[src/design/tccs_pkg.sv]
// Shared types and constants of the text console.
// Used by the controller, the datapath, the top level and the testbench.
package tccs_pkg;

  // Request modes.
  typedef enum logic [1:0] {
    MODE_PUT   = 2'd0,
    MODE_CLEAR = 2'd1,
    MODE_READ  = 2'd2
  } mode_e;

  // Controller states.
  typedef enum logic [2:0] {
    ST_INIT,
    ST_INIT_WAIT,
    ST_IDLE,
    ST_EXEC,
    ST_SWEEP
  } state_e;

  typedef logic [15:0] cell_t;
  typedef logic [7:0]  byte_t;
  typedef logic [6:0]  col_port_t;
  typedef logic [4:0]  row_port_t;
  typedef logic [10:0] index_port_t;

  localparam byte_t CHAR_NEWLINE   = 8'h0A;
  localparam byte_t CHAR_BACKSPACE = 8'h08;
  localparam cell_t BLANK_CELL     = 16'h0020;
  localparam byte_t ATTR_RESET     = 8'h07;

  // Commands from the controller to the datapath.
  typedef struct packed {
    logic latch_item;
    logic exec;
    logic sweep_start;
    logic sweep_copy;
    logic out_load;
  } cmd_t;

  // Status from the datapath to the controller.
  typedef struct packed {
    logic sweep_done;
    logic item_sweep;
    logic item_copy;
    logic out_free;
  } sts_t;

endpackage

[src/design/tccs_ctrl.sv]
// Controller state machine of the text console.
// Depends on tccs_pkg; drives the datapath tccs_dp through cmd_t and reads sts_t.
module tccs_ctrl (
  input  logic             clk_i,
  input  logic             rst_ni,
  input  logic             in_valid_i,
  output logic             in_stall_o,
  input  tccs_pkg::sts_t   sts_i,
  output tccs_pkg::cmd_t   cmd_o
);

  tccs_pkg::state_e state_q, state_d;
  logic             pending_q, pending_d;
  logic             can_take;

  always_ff @(posedge clk_i or negedge rst_ni) begin
    if (!rst_ni) begin
      state_q   <= tccs_pkg::ST_INIT;
      pending_q <= 1'b0;
    end else begin
      state_q   <= state_d;
      pending_q <= pending_d;
    end
  end

  // A new request may enter once the previous result has left or leaves now.
  assign can_take = (state_q == tccs_pkg::ST_IDLE) && (!pending_q || sts_i.out_free);

  always_comb begin
    state_d = state_q;
    unique case (state_q)
      tccs_pkg::ST_INIT: begin
        state_d = tccs_pkg::ST_INIT_WAIT;
      end
      tccs_pkg::ST_INIT_WAIT: begin
        if (sts_i.sweep_done) state_d = tccs_pkg::ST_IDLE;
      end
      tccs_pkg::ST_IDLE: begin
        if (can_take && in_valid_i) state_d = tccs_pkg::ST_EXEC;
      end
      tccs_pkg::ST_EXEC: begin
        state_d = sts_i.item_sweep ? tccs_pkg::ST_SWEEP : tccs_pkg::ST_IDLE;
      end
      tccs_pkg::ST_SWEEP: begin
        if (sts_i.sweep_done) state_d = tccs_pkg::ST_IDLE;
      end
      default: begin
        state_d = tccs_pkg::ST_INIT;
      end
    endcase
  end

  always_comb begin
    in_stall_o         = !can_take;
    cmd_o.latch_item   = can_take && in_valid_i;
    cmd_o.exec         = (state_q == tccs_pkg::ST_EXEC);
    cmd_o.sweep_start  = (state_q == tccs_pkg::ST_INIT) ||
                         ((state_q == tccs_pkg::ST_EXEC) && sts_i.item_sweep);
    cmd_o.sweep_copy   = (state_q == tccs_pkg::ST_EXEC) && sts_i.item_copy;
    cmd_o.out_load     = pending_q && sts_i.out_free;
    pending_d          = pending_q && !cmd_o.out_load;
    if (((state_q == tccs_pkg::ST_EXEC) && !sts_i.item_sweep) ||
        ((state_q == tccs_pkg::ST_SWEEP) && sts_i.sweep_done)) begin
      pending_d = 1'b1;
    end
  end

endmodule

[config.mk]
export PLATFORM = sky130hd
export DESIGN_NAME = tccs_ctrl
export DESIGN_NICKNAME = d
export VERILOG_FILES = /design/src/design/tccs_pkg.sv /design/src/design/tccs_ctrl.sv
export SDC_FILE = /design/constraint.sdc
export NUM_CORES = 1
export LEC_CHECK = 0
export CAP_MARGIN = 0
export CORE_AREA = 5 5 42 44
export CTS_CLUSTER_SIZE = 28
export DETAILED_ROUTE_END_ITERATION = 6
export DIE_AREA = 0 0 47 49
export DONT_BUFFER_PORTS = 1
export GPL_ROUTABILITY_DRIVEN = 0
export HOLD_SLACK_MARGIN = 0.05
export PLACE_DENSITY_LB_ADDON = 0.3
export SYNTH_ARGS = -nofsm -noshare
export SYNTH_HDL_FRONTEND = slang
export SYNTH_SLANG_ARGS = --single-unit
[constraint.sdc]
create_clock -name clk_i -period 2.9 [get_ports clk_i]
set_input_delay 0 -clock clk_i [delete_from_list [all_inputs] [get_ports clk_i]]
set_output_delay 0 -clock clk_i [all_outputs]
set_load 0.01 [all_outputs]
==> results_dict.tcl, run 1 <==
set metrics [dict create \
    port_buffers 0 \
    tightest_slew_ns 0.325 \
    antenna_cells 0 \
    post-route-period-util_pct 54.9 \
    seq_area_um2 100 \
    drt_iter0_markers 5 \
    path_cells "nand2_1, nor2_1, o2bb2ai_1, dlygate4sd3_1" \
    ir_drop_mv 0.197 \
    power_leakage_nw 0.159 \
    p_switching_mw 0.137 \
    grt_use_total_pct 6.85 \
    initial_utilization_pct 17.5 \
    hold_buffers 7 \
    die_w_um 47 \
    status "finished clean" \
    cts_sinks 4 \
    vias_per_cell 4.32 \
    combPwrFrac_pct 40.3 \
    synth_area_leaders "dfrtp_1 41%, inv_1 7.7%, nand3_1 6.1%" \
    cts_inserted_buffers 3 \
    timing.final.ws_setup_ns 1.31 \
    cts_setup_buffers 0 \
    r2r_slack_ns 1.31 \
    cts_resized 0 \
    area_delta_synth_final_pct 41.3 \
    powerDensity_mw_per_mm2 913 \
    finClkSkew_ns 0.00851 \
    critPathLaunchType "flop" \
    synth_cell_types 15 \
    timing.rr.end "state_q[2]$_DFFE_PN0P_" \
    cp_max_fo 6 \
    crit_path_end_kind "flop" \
    synth_seq_cells 4 \
    synthesis.nets 38 \
    syn_area_um2 245 \
    synth_top_area_share_pct 40.8 \
    drv_slew 0 \
    yosysWarnings 0 \
    grt_overflow 0 \
    min_path_type "in -> out" \
    r2r_cells 4 \
    clk_pin_slew_ns 0.04 \
    grt_pass1_wl_um 1070 \
    fillers 156 \
    drt_first_pass_iters 3 \
    die_h_um 49 \
    endpoint "state_q[2]$_DFFE_PN0P_" \
    dp_worst_setup_slack_ns 1.89 \
    p_int_mw 0.180 \
    htreeDepth 1 \
    rsz0062_at_grt "false" \
    die-area_mm2 0.00230 \
    synth_area_per_cell_um2 7.91 \
    maxCapViolCount 0 \
    syn_inst 31 \
    wirelength_um 686 \
    yosysSeqAreaShare_pct 40.8 \
    worstSkewPairLatency_ns 0.24 \
    ios 13 \
    synth_top_area_cell "dfrtp_1" \
    fmax_mhz 628 \
    grt_max_degree 10 \
    worstReg2RegStart "state_q[0]$_DFFE_PN0P_" \
    cp.required_ns 3.07 \
    tns_ns 0 \
    cts_tree "built" \
    nets 49 \
    setup_viol 0 \
    cts_root_buf "clkbuf_4" \
    core_mm2 0.00140 \
    crit_slowest_cell "dlygate4sd3_1" \
    antenna_found_initial 0 \
    clock_path_buffers 2 \
    hpwlAfterDp_um 452 \
    critical_path.max_stage_delay_ns 0.56 \
    drive_above_1_share_pct 7.50 \
    arrival_ns 1.76 \
    vias 242 \
    critPathKind "reg -> reg" \
    relSlewSlack_pct 78.2 \
    period_minus_slack_ns 1.59 \
    hold_viol 0 \
    route.detailed.drc 0 \
    seqPwrFrac_pct 37.0 \
    row_count 14 \
    avgRoutedWirePerCell_um 12.3 \
    cp-startpoint "state_q[0]$_DFFE_PN0P_" \
    multi_input_area_um2 115 \
    grt_pass1_vias 262 \
    antenna_left 0 \
    pwr-share-clk_pct 22.6 \
    p_sw_share_pct 43.3 \
]
## through the flow
step | util (%) | cell area [um^2] | hold slack, ns | std cells | power, mW
after floorplan | - | 245 | -0.296 | 31 | 0.215
after CTS | 24.7 | 347 | 0.0949 | 56 | 0.317
final | 24.7 | 347 | 0.0931 | 56 | 0.316
after global placement | 18.1 | 254 | -0.295 | 46 | 0.229
after detailed placement | 18.1 | 254 | -0.295 | 46 | 0.229
after global routing | 24.7 | 347 | 0.115 | 56 | 0.343
## flip-flops by register name (all words and copies together), names as in the netlist
name / cells
pending_q: 1
state_q: 3
## cell usage after synthesis
| library cell | count |
|---|---|
| buf_6 | 1 |
| o311ai_1 | 1 |
| nand4_1 | 1 |
| a211o_1 | 1 |
| o2bb2ai_1 | 1 |
| nor2_1 | 4 |
| a21oi_1 | 2 |
| or3_1 | 1 |
| dfrtp_1 | 4 |
| nand2_1 | 3 |
| inv_1 | 5 |
| nand3_1 | 3 |
| a31oi_1 | 1 |
| nand2b_1 | 1 |
| and2_1 | 2 |
## per-layer routing
layer  global-route usage, %  routed length [um]  up-vias  part of all wire, %
met2                    8.37                 262       13                   38
met1                    7.30                 311      102                   45
met5                       0                   0        -                    0
met4                    5.53                  19        0                  2.8
li1                        -                   -      123                    -
met3                    5.54                  93        4                   14
## worst min path at each step
stage,startpoint,end,slack [ns],depth (start not counted)
after floorplan,rst_ni,pending_q$_DFF_PN0_,-0.30,0
after global placement,rst_ni,state_q[0]$_DFFE_PN0P_,-0.30,0
after detailed placement,rst_ni,pending_q$_DFF_PN0_,-0.30,0
after CTS,in_valid_i,cmd_o[4],0.09,2
after global routing,in_valid_i,cmd_o[4],0.12,2
final,in_valid_i,cmd_o[4],0.09,2
## cells by family (layout without fill, tap and decap cells)
kind of cell	Yosys count	in the layout	share of synthesized area, %
compound gates	6	6	17.4
buf+inv	6	15	12.2
flops	4	4	40.8
simple gates	15	15	29.6
## cell usage in the layout, fill, tap and decap left out, drive strengths merged
| master | instances |
|---|---|
| a211o | 1 |
| dlygate4sd3 | 7 |
| clkbuf | 3 |
| nand3 | 3 |
| and2 | 2 |
| a21oi | 2 |
| o2bb2ai | 1 |
| or3 | 1 |
| a31oi | 1 |
| nand2 | 3 |
| nor2 | 4 |
| nand4 | 1 |
| dfrtp | 4 |
| nand2b | 1 |
| inv | 5 |
| o311ai | 1 |
## worst max-delay path, delay by kind of cell, from the launching register on
kind,cells,cell delay (ns)
buffers and inverters,1,0.56
DFF,1,0.44
and+or+nand+nor,2,0.36
AOI/OAI and AO/OA,1,0.16
## power groups by stage
stage | combinational (mW) | sequential (mW) | clock, mW
2_1_floorplan | 0.113 | 0.102 | 0
3_3_place_gp | 0.113 | 0.116 | 0
3_5_place_dp | 0.114 | 0.116 | 0
4_1_cts | 0.128 | 0.115 | 0.0730
5_1_grt | 0.144 | 0.122 | 0.0762
6_report | 0.128 | 0.117 | 0.0717
## area by class of cell
cell class,instances,area share [%]
Inverter,5,5.42
Tap cell,16,5.78
Timing Repair Buffer,7,20.2
Sequential cell,4,28.9
Clock buffer,3,6.50
Multi-Input combinational cell,21,33.2
Power figures use the tool's default switching activity.
==> run 2: changes to the inputs <==
clock period = 1.3 ns   (was 2.9 ns; I/O delays follow)
==> results_dict.tcl, run 2 (same netlist as run 1, synthesis figures left out) <==
set metrics [dict create \
    status "finished clean" \
    fmax_mhz 829 \
    drt_iter0_markers 2 \
    row_count 14 \
    maxCapViolCount 0 \
    grt_use_total_pct 5.86 \
    post-route-period-util_pct 92.8 \
    cts_tree "built" \
    drt_first_pass_iters 2 \
    r2r_slack_ns 0.31 \
    power_leakage_nw 0.158 \
    avgRoutedWirePerCell_um 11.8 \
    cts_root_buf "clkbuf_4" \
    port_buffers 0 \
    dp_cells 47 \
    final_common_cell "dlygate4sd3_1" \
    hpwlAfterDp_um 484 \
    antenna_cells 0 \
    grt_pass1_wl_um 931 \
    drv_slew 0 \
    core_mm2 0.00140 \
    whs_path_depth 2 \
    worstReg2RegStart "state_q[2]$_DFFE_PN0P_" \
    critPathLaunchType "flop" \
    grt_max_degree 10 \
    cp_max_fo 6 \
    hold_viol 0 \
    ios 13 \
    antenna_found_initial 0 \
    htreeDepth 1 \
    powerDensity_mw_per_mm2 2050 \
    cp-startpoint "state_q[0]$_DFFE_PN0P_" \
    largest_register_ffs 3 \
    grt_overflow 0 \
    ir_drop_mv 0.563 \
    cts_sinks 4 \
    cts_resized 0 \
    initial_utilization_pct 17.5 \
    grt_pass1_vias 238 \
    final_util_pct 24.6 \
    tightest_slew_ns 0.288 \
    route.detailed.drc 0 \
    finClkSkew_ns 0.0101 \
    die_w_um 47 \
    arrival_ns 1.21 \
    largest-register "state_q" \
    nets 49 \
    antenna_left 0 \
    setup_viol 0 \
    vias 249 \
    relSlewSlack_pct 80.8 \
    worstSkewPairLatency_ns 0.24 \
    tns_ns 0 \
    min_path_type "in -> out" \
    critPathKind "reg -> out" \
    cts_inserted_buffers 3 \
    largestRegisters "state_q: 3 flops, pending_q: 1 flops" \
    crit_path_end_kind "output port" \
    vias_per_cell 4.45 \
    area_delta_synth_final_pct 40.3 \
    dp_worst_setup_slack_ns 0.313 \
    r2r_cells 2 \
    finalPower_mw 0.705 \
    clk_pin_slew_ns 0.04 \
    clock_path_buffers 2 \
    timing.final.ws_setup_ns 0.0936 \
    wirelength_um 660 \
    fillers 164 \
    die-area_mm2 0.00230 \
    cp.required_ns 1.30 \
    layout_common_cells "6 x dlygate4sd3_1, 5 x inv_1, 4 x nor2_1, 4 x dfrtp_1" \
    rsz0062_at_grt "false" \
    die_h_um 49 \
    layout.cells.non_filler 56 \
    drive_above_1_share_pct 10.0 \
    period_minus_slack_ns 1.21 \
    min_from "in_valid_i" \
]
run 2: cell types whose count changed in the layout (fill, tap and decap cells not counted), sizes merged:
| cell | delta |
|---|---|
| buf | +1 |
| dlygate4sd3 | -1 |
run 2: critical path: stages, from the launching register on:
cell and delay (ns):
dfrtp_1 0.43, inv_1 0.12, nand4_1 0.18, nor2_1 0.24
run 2: layout make-up:
class	instances	area [um^2]	share of cell area (%)
well taps	16	20.0	5.82
inverters	5	18.8	5.45
multi-input cells	21	115	33.5
clock buffers	3	22.5	6.55
flip-flops and latches	4	100	29.1
repair buffers	7	67.6	19.6
run 2: worst paths after layout:
check	end
max	cmd_o[4]
min	cmd_o[4]
max reg2reg	pending_q$_DFF_PN0_
min reg2reg	pending_q$_DFF_PN0_
max in group asynchronous	state_q[1]$_DFFE_PN0P_
min in group asynchronous	state_q[0]$_DFFE_PN0P_
run 2: what timing repair did:
item | CTS | global route
endpoints found under the hold margin | 8 | 0
hold buffers | 6 | 0
setup buffers | 0 | 0
run 2: metrics by stage:
| step | hold WS [ns] | cell area (um^2) |
|---|---|---|
| finish | 0.0940 | 344 |
| global route | 0.102 | 344 |
| CTS | 0.101 | 344 |
| detailed placement | -0.295 | 262 |
| global placement | -0.295 | 262 |
| floorplan | -0.296 | 245 |
run 2: layer usage:
metal | GRT usage [%] | part of all wire [%] | vias to the layer above
met5 | 0 | 0 | -
met4 | 2.76 | 0 | 0
met3 | 5.17 | 14 | 0
met2 | 8.14 | 41 | 13
met1 | 5.97 | 45 | 112
li1 | - | - | 124
run 2: power breakdown:
part	leakage (nW)	switching (mW)	total [mW]	internal (mW)
combinational	0.0931	0.170	0.290	0.120
clock	0.0138	0.0511	0.154	0.103
sequential	0.0506	0.0796	0.261	0.182
==> run 3: changes to the inputs <==
--- a/config.mk
+++ b/config.mk
@@ -15,4 +15,5 @@
 export HOLD_SLACK_MARGIN = 0.05
 export PLACE_DENSITY_LB_ADDON = 0.3
+export RECOVER_POWER = 50
 export SYNTH_ARGS = -nofsm -noshare
 export SYNTH_HDL_FRONTEND = slang
==> constraint.sdc (replaced) <==
create_clock -name clk_i -period 1.3 [get_ports clk_i]
set_input_delay 0.325 -clock clk_i [delete_from_list [all_inputs] [get_ports clk_i]]
set_output_delay 0.325 -clock clk_i [all_outputs]
set_load 0.01 [all_outputs]
==> results_dict.tcl, run 3 (same netlist as run 1, synthesis figures left out) <==
set metrics [dict create \
    clock_path_buffers 2 \
    vias_per_cell 4.56 \
    largest-register "state_q" \
    dp_cells 50 \
    cts_tree "built" \
    holdWs_ns 0.176 \
    ir_drop_mv 0.653 \
    seqPwrFrac_pct 31.1 \
    dp_worst_setup_slack_ns 0.103 \
    p_int_mw 0.539 \
    critPathLaunchType "flop" \
    layout.cells.non_filler 57 \
    finalPower_mw 0.879 \
    grt_pass1_wl_um 1040 \
    layout_common_cells "7 x buf_4, 5 x inv_1" \
    die_h_um 49 \
    final_cell_area_um2 357 \
    grt_overflow 0 \
    route.detailed.drc 0 \
    relSlewSlack_pct 83.9 \
    post-route-period-util_pct 109 \
    die_w_um 47 \
    rsz0062_at_grt "true" \
    wirelength_um 643 \
    path_cells "nor2_2, inv_1, a21oi_2, buf_4" \
    combPwrFrac_pct 51.8 \
    drt_iter0_markers 6 \
    pwr-share-clk_pct 17.1 \
    top_usage_layer "met2" \
    htreeDepth 1 \
    powerDensity_mw_per_mm2 2470 \
    ios 13 \
    largest_register_ffs 3 \
    drive_above_1_share_pct 43.9 \
    cts_sinks 4 \
    antenna_left 0 \
    row_count 14 \
    drv_slew 0 \
    cts_root_buf "clkbuf_4" \
    tns_ns -0.336 \
    finClkSkew_ns 0.00644 \
    globalRouteMet3Util_pct 3.69 \
    final_util_pct 25.4 \
    largestRegisters "state_q: 3 flops, pending_q: 1 flops" \
    worstSkewPairLatency_ns 0.23 \
    grtUsageMet2_pct 7.92 \
    grt_pass1_vias 275 \
    arrival_ns 1.09 \
    crit_slowest_cell "dfrtp_2" \
    met1_usage_pct 7.54 \
    avgRoutedWirePerCell_um 11.3 \
    grt_max_degree 10 \
    timing.final.ws_setup_ns -0.119 \
    port_buffers 0 \
    final_common_cell "buf_4" \
    power_leakage_nw 0.164 \
    cts_inserted_buffers 3 \
    min_path_type "in -> reg" \
    cp_max_fo 6 \
    antenna_found_initial 0 \
    critical_path.max_stage_delay_ns 0.44 \
    hpwlAfterDp_um 477 \
    antenna_cells 0 \
    p_sw_share_pct 38.7 \
    vias 260 \
    grt_use_total_pct 6.43 \
    maxCapViolCount 0 \
    setup_viol 4 \
    cp.required_ns 0.98 \
    initial_utilization_pct 17.5 \
    violations "negative setup slack" \
    fmax_mhz 705 \
    placed_area_um2 284 \
    status "finished with violations" \
    period_minus_slack_ns 1.42 \
    area_delta_synth_final_pct 45.4 \
    fillers 165 \
    drt_first_pass_iters 4 \
    core_mm2 0.00140 \
    p_switching_mw 0.340 \
    crit_path_end_kind "output port" \
    die-area_mm2 0.00230 \
    tightest_slew_ns 0.237 \
    critPathKind "reg -> out" \
    hold_viol 0 \
    clk_pin_slew_ns 0.04 \
    nets 50 \
]
run 3: cell type report:
class	instances	area, um^2	area share (%)
Tap cell	16	20.0	5.61
Clock buffer	3	22.5	6.32
Timing Repair Buffer	8	62.6	17.5
Sequential cell	4	104	29.1
Inverter	5	18.8	5.26
Multi-Input combinational cell	21	129	36.1
run 3: final timing paths:
kind	to	start	cells after the start	slack, ns
max in group asynchronous	state_q[1]$_DFFE_PN0P_	rst_ni	1	0.73
min in group asynchronous	pending_q$_DFF_PN0_	rst_ni	1	0.37
worst min register to register	pending_q$_DFF_PN0_	pending_q$_DFF_PN0_	2	0.54
worst max-delay path	cmd_o[2]	state_q[0]$_DFFE_PN0P_	4	-0.12
worst min-delay path	state_q[2]$_DFFE_PN0P_	sts_i[3]	1	0.18
worst max register to register	state_q[1]$_DFFE_PN0P_	state_q[0]$_DFFE_PN0P_	6	0.15
run 3: power by group through the flow:
stage	Combinational [mW]	Clock, mW	Sequential (mW)
floorplan	0.252	0	0.227
global placement	0.349	0	0.258
detailed placement	0.347	0	0.258
CTS	0.390	0.159	0.258
global route	0.507	0.165	0.284
finish	0.455	0.150	0.274
run 3: per-layer routing:
metal  vias to the layer above  share of wire, %
li1                        124                 -
met1                       116                42
met2                        18                42
met3                         2                16
met4                         0              0.62
met5                         -                 0
run 3: repair_timing:
action,4_1_cts,5_1_grt
pin swaps,2,2
setup buffers,1,2
gates resized for setup,3,5
hold endpoints to repair,4,0
setup endpoints to repair,5,5
hold buffers,1,0
run 3: worst max-delay path: cells and delay by family (launching register included):
kind | cells | cell delay [ns]
AOI/OAI and AO/OA | 1 | 0.11
buffers and inverters | 2 | 0.19
DFF | 1 | 0.44
and+or+nand+nor | 1 | 0.13
